## src/hdl/tagt_pkg.sv

```systemverilog
// shared types and constants of the aging guard table
`default_nettype none
package tagt_pkg;

  localparam int unsigned TableDepth = 64;
  localparam int unsigned IdxW       = $clog2(TableDepth);
  localparam int unsigned CntW       = IdxW + 1;
  localparam int unsigned CfgIdxW    = 2;
  localparam int unsigned CfgDataW   = 32;
  localparam int unsigned InDataW    = 128;
  localparam int unsigned InUserW    = 4;
  localparam int unsigned OutDataW   = 88;

  typedef enum logic [1:0] {
    OP_ADD    = 2'd0,
    OP_REMOVE = 2'd1,
    OP_TICK   = 2'd2,
    OP_LIST   = 2'd3
  } tagt_op_e;

  typedef enum logic [1:0] {
    KIND_DYNAMIC = 2'd0,
    KIND_STATIC  = 2'd1,
    KIND_BAD2    = 2'd2,
    KIND_BAD3    = 2'd3
  } tagt_kind_e;

  typedef enum logic [1:0] {
    ST_OK        = 2'd0,
    ST_FULL      = 2'd1,
    ST_NOT_FOUND = 2'd2,
    ST_INVALID   = 2'd3
  } tagt_status_e;

  localparam logic [CfgIdxW-1:0] CFG_MAX_ENTRIES    = 2'd0;
  localparam logic [CfgIdxW-1:0] CFG_TTL_SECONDS    = 2'd1;
  localparam logic [CfgIdxW-1:0] CFG_CHECK_INTERVAL = 2'd2;

  // controller to datapath
  typedef struct packed {
    logic         load;
    logic         stamp;
    logic         scan;
    logic         emit;
    tagt_status_e status;
  } tagt_cmd_t;

  // datapath to controller
  typedef struct packed {
    tagt_op_e   op;
    tagt_kind_e kind;
    logic       full;
    logic       early;
    logic       done;
    logic       found;
    logic       emitted;
    logic       out_free;
  } tagt_stat_t;

endpackage
`default_nettype wire

```

## src/hdl/tagt_ctrl.sv

```systemverilog
// controller state machine of the aging guard table
`default_nettype none
module tagt_ctrl import tagt_pkg::*; (
  input  wire logic       clk_i,
  input  wire logic       rst_ni,
  input  wire logic       in_valid_i,
  output logic            in_ready_o,
  input  wire tagt_stat_t stat_i,
  output tagt_cmd_t       cmd_o
);

  typedef enum logic [1:0] {
    S_IDLE,
    S_DISPATCH,
    S_SCAN,
    S_EMIT
  } state_e;

  state_e       state_q, state_d;
  tagt_status_e status_q, status_d;

  always_comb begin
    state_d  = state_q;
    status_d = status_q;
    unique case (state_q)
      S_IDLE: begin
        if (in_valid_i) state_d = S_DISPATCH;
      end
      S_DISPATCH: begin
        unique case (stat_i.op)
          OP_ADD: begin
            if (stat_i.kind == KIND_STATIC) begin
              status_d = ST_OK;
              state_d  = S_EMIT;
            end else if (stat_i.kind != KIND_DYNAMIC) begin
              status_d = ST_INVALID;
              state_d  = S_EMIT;
            end else if (stat_i.full) begin
              status_d = ST_FULL;
              state_d  = S_EMIT;
            end else begin
              state_d = S_SCAN;
            end
          end
          OP_TICK: begin
            if (stat_i.early) begin
              status_d = ST_OK;
              state_d  = S_EMIT;
            end else begin
              state_d = S_SCAN;
            end
          end
          default: state_d = S_SCAN;
        endcase
      end
      S_SCAN: begin
        if (stat_i.done) begin
          state_d = S_EMIT;
          unique case (stat_i.op)
            OP_ADD:    status_d = stat_i.found ? ST_OK : ST_FULL;
            OP_REMOVE: status_d = stat_i.found ? ST_OK : ST_NOT_FOUND;
            OP_TICK:   status_d = ST_OK;
            default: begin
              status_d = ST_NOT_FOUND;
              // listed entries already carried the closing result
              if (stat_i.emitted) state_d = S_IDLE;
            end
          endcase
        end
      end
      S_EMIT: begin
        if (stat_i.out_free) state_d = S_IDLE;
      end
      default: state_d = S_IDLE;
    endcase
  end

  always_ff @(posedge clk_i or negedge rst_ni) begin
    if (!rst_ni) begin
      state_q  <= S_IDLE;
      status_q <= ST_OK;
    end else begin
      state_q  <= state_d;
      status_q <= status_d;
    end
  end

  assign in_ready_o    = (state_q == S_IDLE);
  assign cmd_o.load    = (state_q == S_IDLE) && in_valid_i;
  assign cmd_o.stamp   = (state_q == S_DISPATCH) && (stat_i.op == OP_TICK) && !stat_i.early;
  assign cmd_o.scan    = (state_q == S_SCAN);
  assign cmd_o.emit    = (state_q == S_EMIT) && stat_i.out_free;
  assign cmd_o.status  = status_q;

endmodule
`default_nettype wire

```

## config.mk

```make
export PLATFORM = sky130hd
export DESIGN_NAME = tagt_ctrl
export DESIGN_NICKNAME = d
export VERILOG_FILES = /design/src/hdl/tagt_pkg.sv /design/src/hdl/tagt_ctrl.sv
export SDC_FILE = /design/constraint.sdc
export NUM_CORES = 1
export LEC_CHECK = 0
export ABC_AREA = 1
export BUFFER_PORTS_ARGS = -buffer_cell sky130_fd_sc_hd__buf_2
export CORE_AREA = 3 3 40 42
export CTS_CLUSTER_DIAMETER = 40
export DETAILED_ROUTE_END_ITERATION = 12
export DIE_AREA = 0 0 43 45
export GPL_TIMING_DRIVEN = 1
export PLACE_DENSITY = 0.57
export SYNTH_ARGS = -nofsm -noshare
export SYNTH_HDL_FRONTEND = slang
export SYNTH_SLANG_ARGS = --single-unit
```

## constraint.sdc

```tcl
create_clock -name clk_i -period 3.03 [get_ports clk_i]
set_input_delay 0.7575 -clock clk_i [delete_from_list [all_inputs] [get_ports clk_i]]
set_output_delay 0.7575 -clock clk_i [all_outputs]
set_load 0.1 [all_outputs]
```

# After elaboration in Yosys (flattened, before gate mapping)
# Cells that the tools add are included.
# Widths: inputs -> output; s select.
[word_totals]
input_bits = 13
ff_bits = 4
word_cells = 47
output_inout_bits = 7
[classes]
reduce_logical = 12
muxes = 21
eq_ne = 12
[ops]
columns = ["cell", "n"]
rows = [
  ["$mux 2", 11],
  ["$pmux 2 s2", 3],
  ["$pmux 2 s4", 1],
  ["$eq 2x1->1 const B", 3],
  ["$eq 2x2->1 const B", 3],
  ["$ne 2x2->1 const B", 3],
  ["$pmux 2 s3", 1],
  ["$mux 1", 5],
  ["$ne 5x5->1 const B", 1],
  ["$reduce_and 5->1", 1],
  ["$logic_and 1x1->1", 4],
  ["$logic_not 2->1", 2],
  ["$reduce_bool 2->1", 2],
  ["$ne 3x1->1 const B", 1],
  ["$ne 3x3->1 const B", 1],
  ["$reduce_and 3->1", 1],
  ["$reduce_or 3->1", 1],
  ["$logic_not 1->1", 1],
]

# Longest topological paths before layout
# Gate-level depths: netlist (run 1).
[depth]
ltp_word = 5
depth_mapped = 8
mapped_depth_nobuf = 8

# Worst setup path before layout (run 1)
# OpenSTA, ideal clock, no wires.
[synth_timing]
kind = "register to output"
startpoint = "register state_q[0]"
endpoint = "output cmd_o[5] (netlist bit)"
path_buffers = 0
required_time_ns = 2.273
stages_incl_launch_ff = 5
slack_ns = 0.230
arrival_time_ns = 2.042
path_cell_list = "dfrtp_1 > inv_1 > ha_1 > nand2_1 > inv_1"
[synth_lines]
columns = ["element", "line", "source"]
rows = [
  ["start: declaration", "tagt_ctrl.sv:19", "state_e state_q, state_d;"],
  ["start signal: assignment", "tagt_ctrl.sv:83", "state_q <= state_d;"],
  ["end: declaration", "tagt_ctrl.sv:9", "output tagt_cmd_t cmd_o"],
]

==> flow_summary.ini, run 1 <==
[run_status]
outcome = complete, no violations

[pwr]
combPwrFrac_pct = 75.5
p_leak_nw = 0.378
power.density_nw_per_um2 = 1230
p_switching_mw = 0.438
p_int_mw = 0.241
ir_drop_mv = 0.395
switching_share_pct = 64.5
power_mw = 0.679
p_seq_share_pct = 14.9
p_clk_share_pct = 9.6

[setup_path]
r2r_cells = 8
cp_common_cell = buf_2
critPathCaptureType = primary output
arrival_ps = 1630
critPathKind = in2out
crit_family = buffers and inverters
path_max_fanout = 6
cp-start-kind = input pin
critPathBufInv = 3
critPathSlowestCell = buf_2
path_cells = buf_2, inv_2, nand2_2, nor2_2, buf_2
ff2ff_setup_slack_ps = 1660
critPathRequiredTime_ps = 2270
critPathMaxStageDelay_ps = 440
worstSetupPathDepth = 5

[floorplan]
start_util_pct = 32.4
boundaryPins = 20
core_area_um2 = 1280
fp-row-count = 13
die_h_um = 45
die_x_um = 43
die_area_um2 = 1940

[timing]
finClkSkew_ps = 0.677
tightest_slew_ps = 488
setup_ws_ps = 647
fin_crit_ps = 2380
tns_ps = 0
relSlewSlack_pct = 67.7
hold_viol = 0
whs_ps = 319
finalSetupViolCount = 0
clock.fmax_mhz = 420
slew_violations = 0
rsz0062_at_grt = no
period_share_pct = 78.6

[cells_and_area]
drive_above_1_share_pct = 28.7
instances_no_fill = 109
flow.area_growth_from_synthesis_pct = 32.7
num_antenna_cells = 0
final_core_util_pct = 43.0
fin_area_um2 = 553
fin_nets = 113

[routing]
first_pass_iters = 2
routed_wl_um = 900
vias = 467
vias_per_cell = 4.28
drc = 0
post_drt_wl_per_cell_um = 8.26
drtIter0Drc = 10
ant_nets = 0

[logic_synthesis]
synth_warnings = 0
synth_top_family_by_area = simple AND/OR/NAND/NOR gates
synth_fp_nets = 89
synth_area_um2 = 417
synth-xor-area-share_pct = 0
synth_mux_area_share_pct = 0
syn_avg_cell_area_um2 = 5.79
synth_compound_area_share_pct = 2.40
seq_area_frac_synth_pct = 24.0
yosysUniqueCellTypes = 12
synthAdderAreaFrac_pct = 12.0
synthCells = 72
synth-seq-cells = 4
synth_simple_gate_area_share_pct = 47.1

[clock_tree]
htreeDepth = 1
cts_resized = 0
cts_root_buf = clkbuf_4
cts_buffer_depth = 2
postCtsHoldBufs = 0
clk_latency_ps = 230
clock_sinks = 4
cts_made_buffers = 3
clk_pin_slew_ps = 40
cts_tree = yes
post_cts_buffers = 0

[global_route]
grt_max_degree = 7
grt_pass1_wl_um = 1510
overflow = 0
antenna_found_initial = 0
grt_usage_pct = 10.6
grt_pass1_vias = 413

[place]
numPortBuffers = 19
dpl_worst_slack_ps = 639
dpl.cell_count = 106
dp_hpwl_um = 774
postPlaceCellArea_um2 = 531
finalWeightedCongestion = 0.769

[min_path]
hold_class = in2async

[run]
drv_cap = 0
==> placed cells by master (no fill, tap or decap) <==
cell      instances
clkbuf_4          3
nand2_1          26
a21oi_1           1
inv_2             1
buf_2            19
o21ai_0           1
ha_1              4
dfrtp_1           4
nor2_1            6
nand3_1           9
nand4_1           1
inv_1            15
nor2_2            2
nand2_2           2
==> sequential cells by signal, indices dropped and copies added (netlist names) <==
name      flops
state_q       2
status_q      2
==> metal layers <==
| metal | global-route usage [%] | wire length (um) | vias up |
|---|---|---|---|
| met4 | 3.61 | 0 | 0 |
| met5 | 0 | 0 | - |
| li1 | - | - | 259 |
| met2 | 18.3 | 465 | 12 |
| met1 | 10.9 | 366 | 196 |
| met3 | 5.98 | 68 | 0 |
==> cells in the mapped netlist <==
library cell | number | area share [%]
a21oi_1 | 1 | 1.2
dfrtp_1 | 4 | 24
ha_1 | 4 | 12
inv_1 | 15 | 14
inv_2 | 1 | 0.90
nand2_1 | 26 | 23
nand2_2 | 2 | 3.0
nand3_1 | 9 | 11
nand4_1 | 1 | 1.5
nor2_1 | 6 | 5.4
nor2_2 | 2 | 3.0
o21ai_0 | 1 | 1.2
==> path summary, 6_finish.rpt <==
path	from	end
max	stat_i[8]	cmd_o[4]
min	rst_ni	status_q[1]
max reg2reg	state_q[0]	status_q[1]
min reg2reg	status_q[0]	status_q[0]
max in group asynchronous	rst_ni	state_q[1]
min in group clk_i	status_q[0]	status_q[0]
==> power groups by stage <==
stage          logic [mW]  registers, mW  clock network, mW
2_1_floorplan       0.356          0.187                  0
6_report            0.513          0.101             0.0652
5_1_grt             0.563          0.106             0.0767
3_5_place_dp        0.519          0.103                  0
3_3_place_gp        0.519          0.103                  0
4_1_cts             0.521          0.102             0.0699
==> cell families (layout without fill, tap and decap cells) <==
logic type,after synthesis,count (layout)
AO/OA/AOI/OAI,2,2
adder cells (fa/ha/maj),4,4
buffers and inverters,16,38
flip-flops,4,4
AND/OR/NAND/NOR,46,46
==> final cells by class <==
| cell class | instances | area (um^2) |
|---|---|---|
| fillers | 160 | 732 |
| multi-input cells | 52 | 256 |
| flip-flops and latches | 4 | 100 |
| repair buffers | 19 | 95.1 |
| inverters | 16 | 60.1 |
| clock buffers | 3 | 22.5 |
| well taps | 15 | 18.8 |
(Power assumes the default switching activity.)
==> inputs of run 2 (changes only) <==
Settings changed: ABC_AREA 1 to 0, PLACE_DENSITY 0.57 to 0.54.
Clock period 3.03 ns to 2.1 ns, I/O delays scaled along.
==> run 2 against run 1 <==
Compared with the run above:
- critical path type is now reg2out
- critical endpoint is now cmd_o[3]
- worst setup slack got worse by 520 ps
- synthesized area down 13%
- utilization fell by 2.4 points
- final area down 5.7%
- clock-buffer cell count unchanged
- sequential share of layout area grew 1.1 points
- die area stayed put
- largest cell class unchanged
- via count is 25% lower
- clock skew hardly changed
- wire length decreased by 12%
- synthesized cell count shrank 42%
==> flow_summary.ini, run 2 <==
[place]
finalWeightedCongestion = 0.793
numPortBuffers = 19
dpl_worst_slack_ps = 326

[setup_path]
critPathRequiredTime_ps = 1570
critPathMaxStageDelay_ps = 450
critPathKind = reg2out
critPathCaptureType = primary output
path_cells = inv_1, ha_2, buf_2
critPathLaunch = state_q[0]
critPathSlowestCell = buf_2
path_max_fanout = 8
cp-endpoint = cmd_o[3]
ff2ff_setup_slack_ps = 470
arrival_ps = 1450
regToRegEndpoint = state_q[1]
timing.rr.start = state_q[0]
r2r_cells = 5
cp-start-kind = flip-flop

[global_route]
grt_max_degree = 9
antenna_found_initial = 0
grt_usage_pct = 8.63
overflow = 0
grt_pass1_vias = 309
grt_pass1_wl_um = 1220

[logic_synthesis]
yosys-top-cells-count = 9 x inv_1, 4 x dfrtp_1, 4 x ha_1, 4 x nor2_1, 3 x a21oi_1
synth_warnings = 0
synth_area_um2 = 362
seq_area_frac_synth_pct = 27.7
synth_flop_cell = dfrtp_1
synthCells = 42
synth-seq-cells = 4
synth.most_common_cell = inv_1
synth_top_area_cell = dfrtp_1
yosys.area.top_type_share_pct = 27.7
synth_edf_count = 0
yosysUniqueCellTypes = 19
syn_avg_cell_area_um2 = 8.61
synth_area_leaders = dfrtp_1 28%, ha_1 14%, inv_1 9.3%, mux2_2 6.2%, a21oi_1 4.2%
async_flop_share_pct = 100
synth_fp_nets = 59

[clock_tree]
clk_pin_slew_ps = 40
clk_latency_ps = 230
cts_buffer_depth = 2
cts_root_buf = clkbuf_4
cts_tree = yes
postCtsHoldBufs = 0
cts_made_buffers = 3
clock_sinks = 4
cts_resized = 0
post_cts_buffers = 0
htreeDepth = 1

[floorplan]
core_area_um2 = 1280
die_area_um2 = 1940
boundaryPins = 20
die_h_um = 45
start_util_pct = 28.1
fp-row-count = 13
die_x_um = 43

[timing]
slew_violations = 0
finClkSkew_ps = 0.743
setup_ws_ps = 128
hold_viol = 0
tightest_slew_ps = 543
rsz0062_at_grt = no
relSlewSlack_pct = 63.8
period_share_pct = 93.9
fin_crit_ps = 1970
clock.fmax_mhz = 507
finalSetupViolCount = 0

[cells_and_area]
drive_above_1_share_pct = 48.4
final_cell_mix = 17 x buf_2, 9 x inv_1, 4 x nor2_1, 4 x clkbuf_4, 4 x dfrtp_1
nFillCells = 142
fin_nets = 83
reg_top3 = state_q (2), status_q (2)
num_antenna_cells = 0
flow.area_growth_from_synthesis_pct = 44.3
final_common_cell = buf_2

[run_status]
outcome = complete, no violations

[run]
drv_cap = 0

[routing]
routed_wl_um = 794
drc = 0
ant_nets = 0
drtIter0Drc = 4
vias_per_cell = 4.42
first_pass_iters = 4
vias = 349
post_drt_wl_per_cell_um = 10.1

[min_path]
hold_class = in2async
## run 2: routing by layer
metal  share of wire [%]  up-vias  wire, um  global-route usage (%)
li1                    -      191         -                       -
met1                  47      146       373                    10.3
met2                  44       12       353                    12.9
met3                 8.6        0        68                    2.39
met4                   0        0         0                    7.23
met5                   0        -         0                       0
## run 2: cell type report
type | count | area, um^2 | share of cell area [%]
multi-input cells | 29 | 234 | 44.8
repair buffers | 19 | 113 | 21.6
flip-flops and latches | 4 | 100 | 19.2
inverters | 9 | 33.8 | 6.47
clock buffers | 3 | 22.5 | 4.32
well taps | 15 | 18.8 | 3.60
## run 2: how the worst min path moves through the flow
stage	cells after the start	end	slack (ps)	start
floorplan	0	state_q[0]	230	rst_ni
global placement	1	status_q[0]	330	rst_ni
detailed placement	1	state_q[1]	330	rst_ni
CTS	1	status_q[0]	80	rst_ni
global route	1	state_q[0]	80	rst_ni
finish	1	status_q[0]	90	rst_ni
## run 2: cells by family (layout without fill, tap and decap cells)
kind of cell,count (synthesis),count (layout),synth area share (%)
multiplexers,2,2,6.23
AND/OR/NAND/NOR,14,14,24.2
adder cells (fa/ha/maj),4,4,13.8
buffers and inverters,9,31,9.34
flip-flops,4,4,27.7
AO/OA/AOI/OAI,9,9,18.7
## run 2: through the flow
step                      area (um^2)  TNS, ps  instances  util [%]  hold WS (ps)
after floorplan                   368    -33.4         42         -           229
after CTS                         519        0         79      40.4          82.2
final                             522        0         79      40.6          89.0
after detailed placement          497        0         76      38.7           331
after global routing              522        0         79      40.6          76.3
after global placement            497        0         76      38.7           330
## run 2: worst max-delay path, delay by kind of cell (launching register included)
kind                       cells  cell delay, ps
adders and majority gates      1             250
buffers and inverters          2             550
DFF                            1             410
Power of run 2 is not shown: default switching activity piles up to over one toggle a cycle in this logic, so the estimate is an artifact.
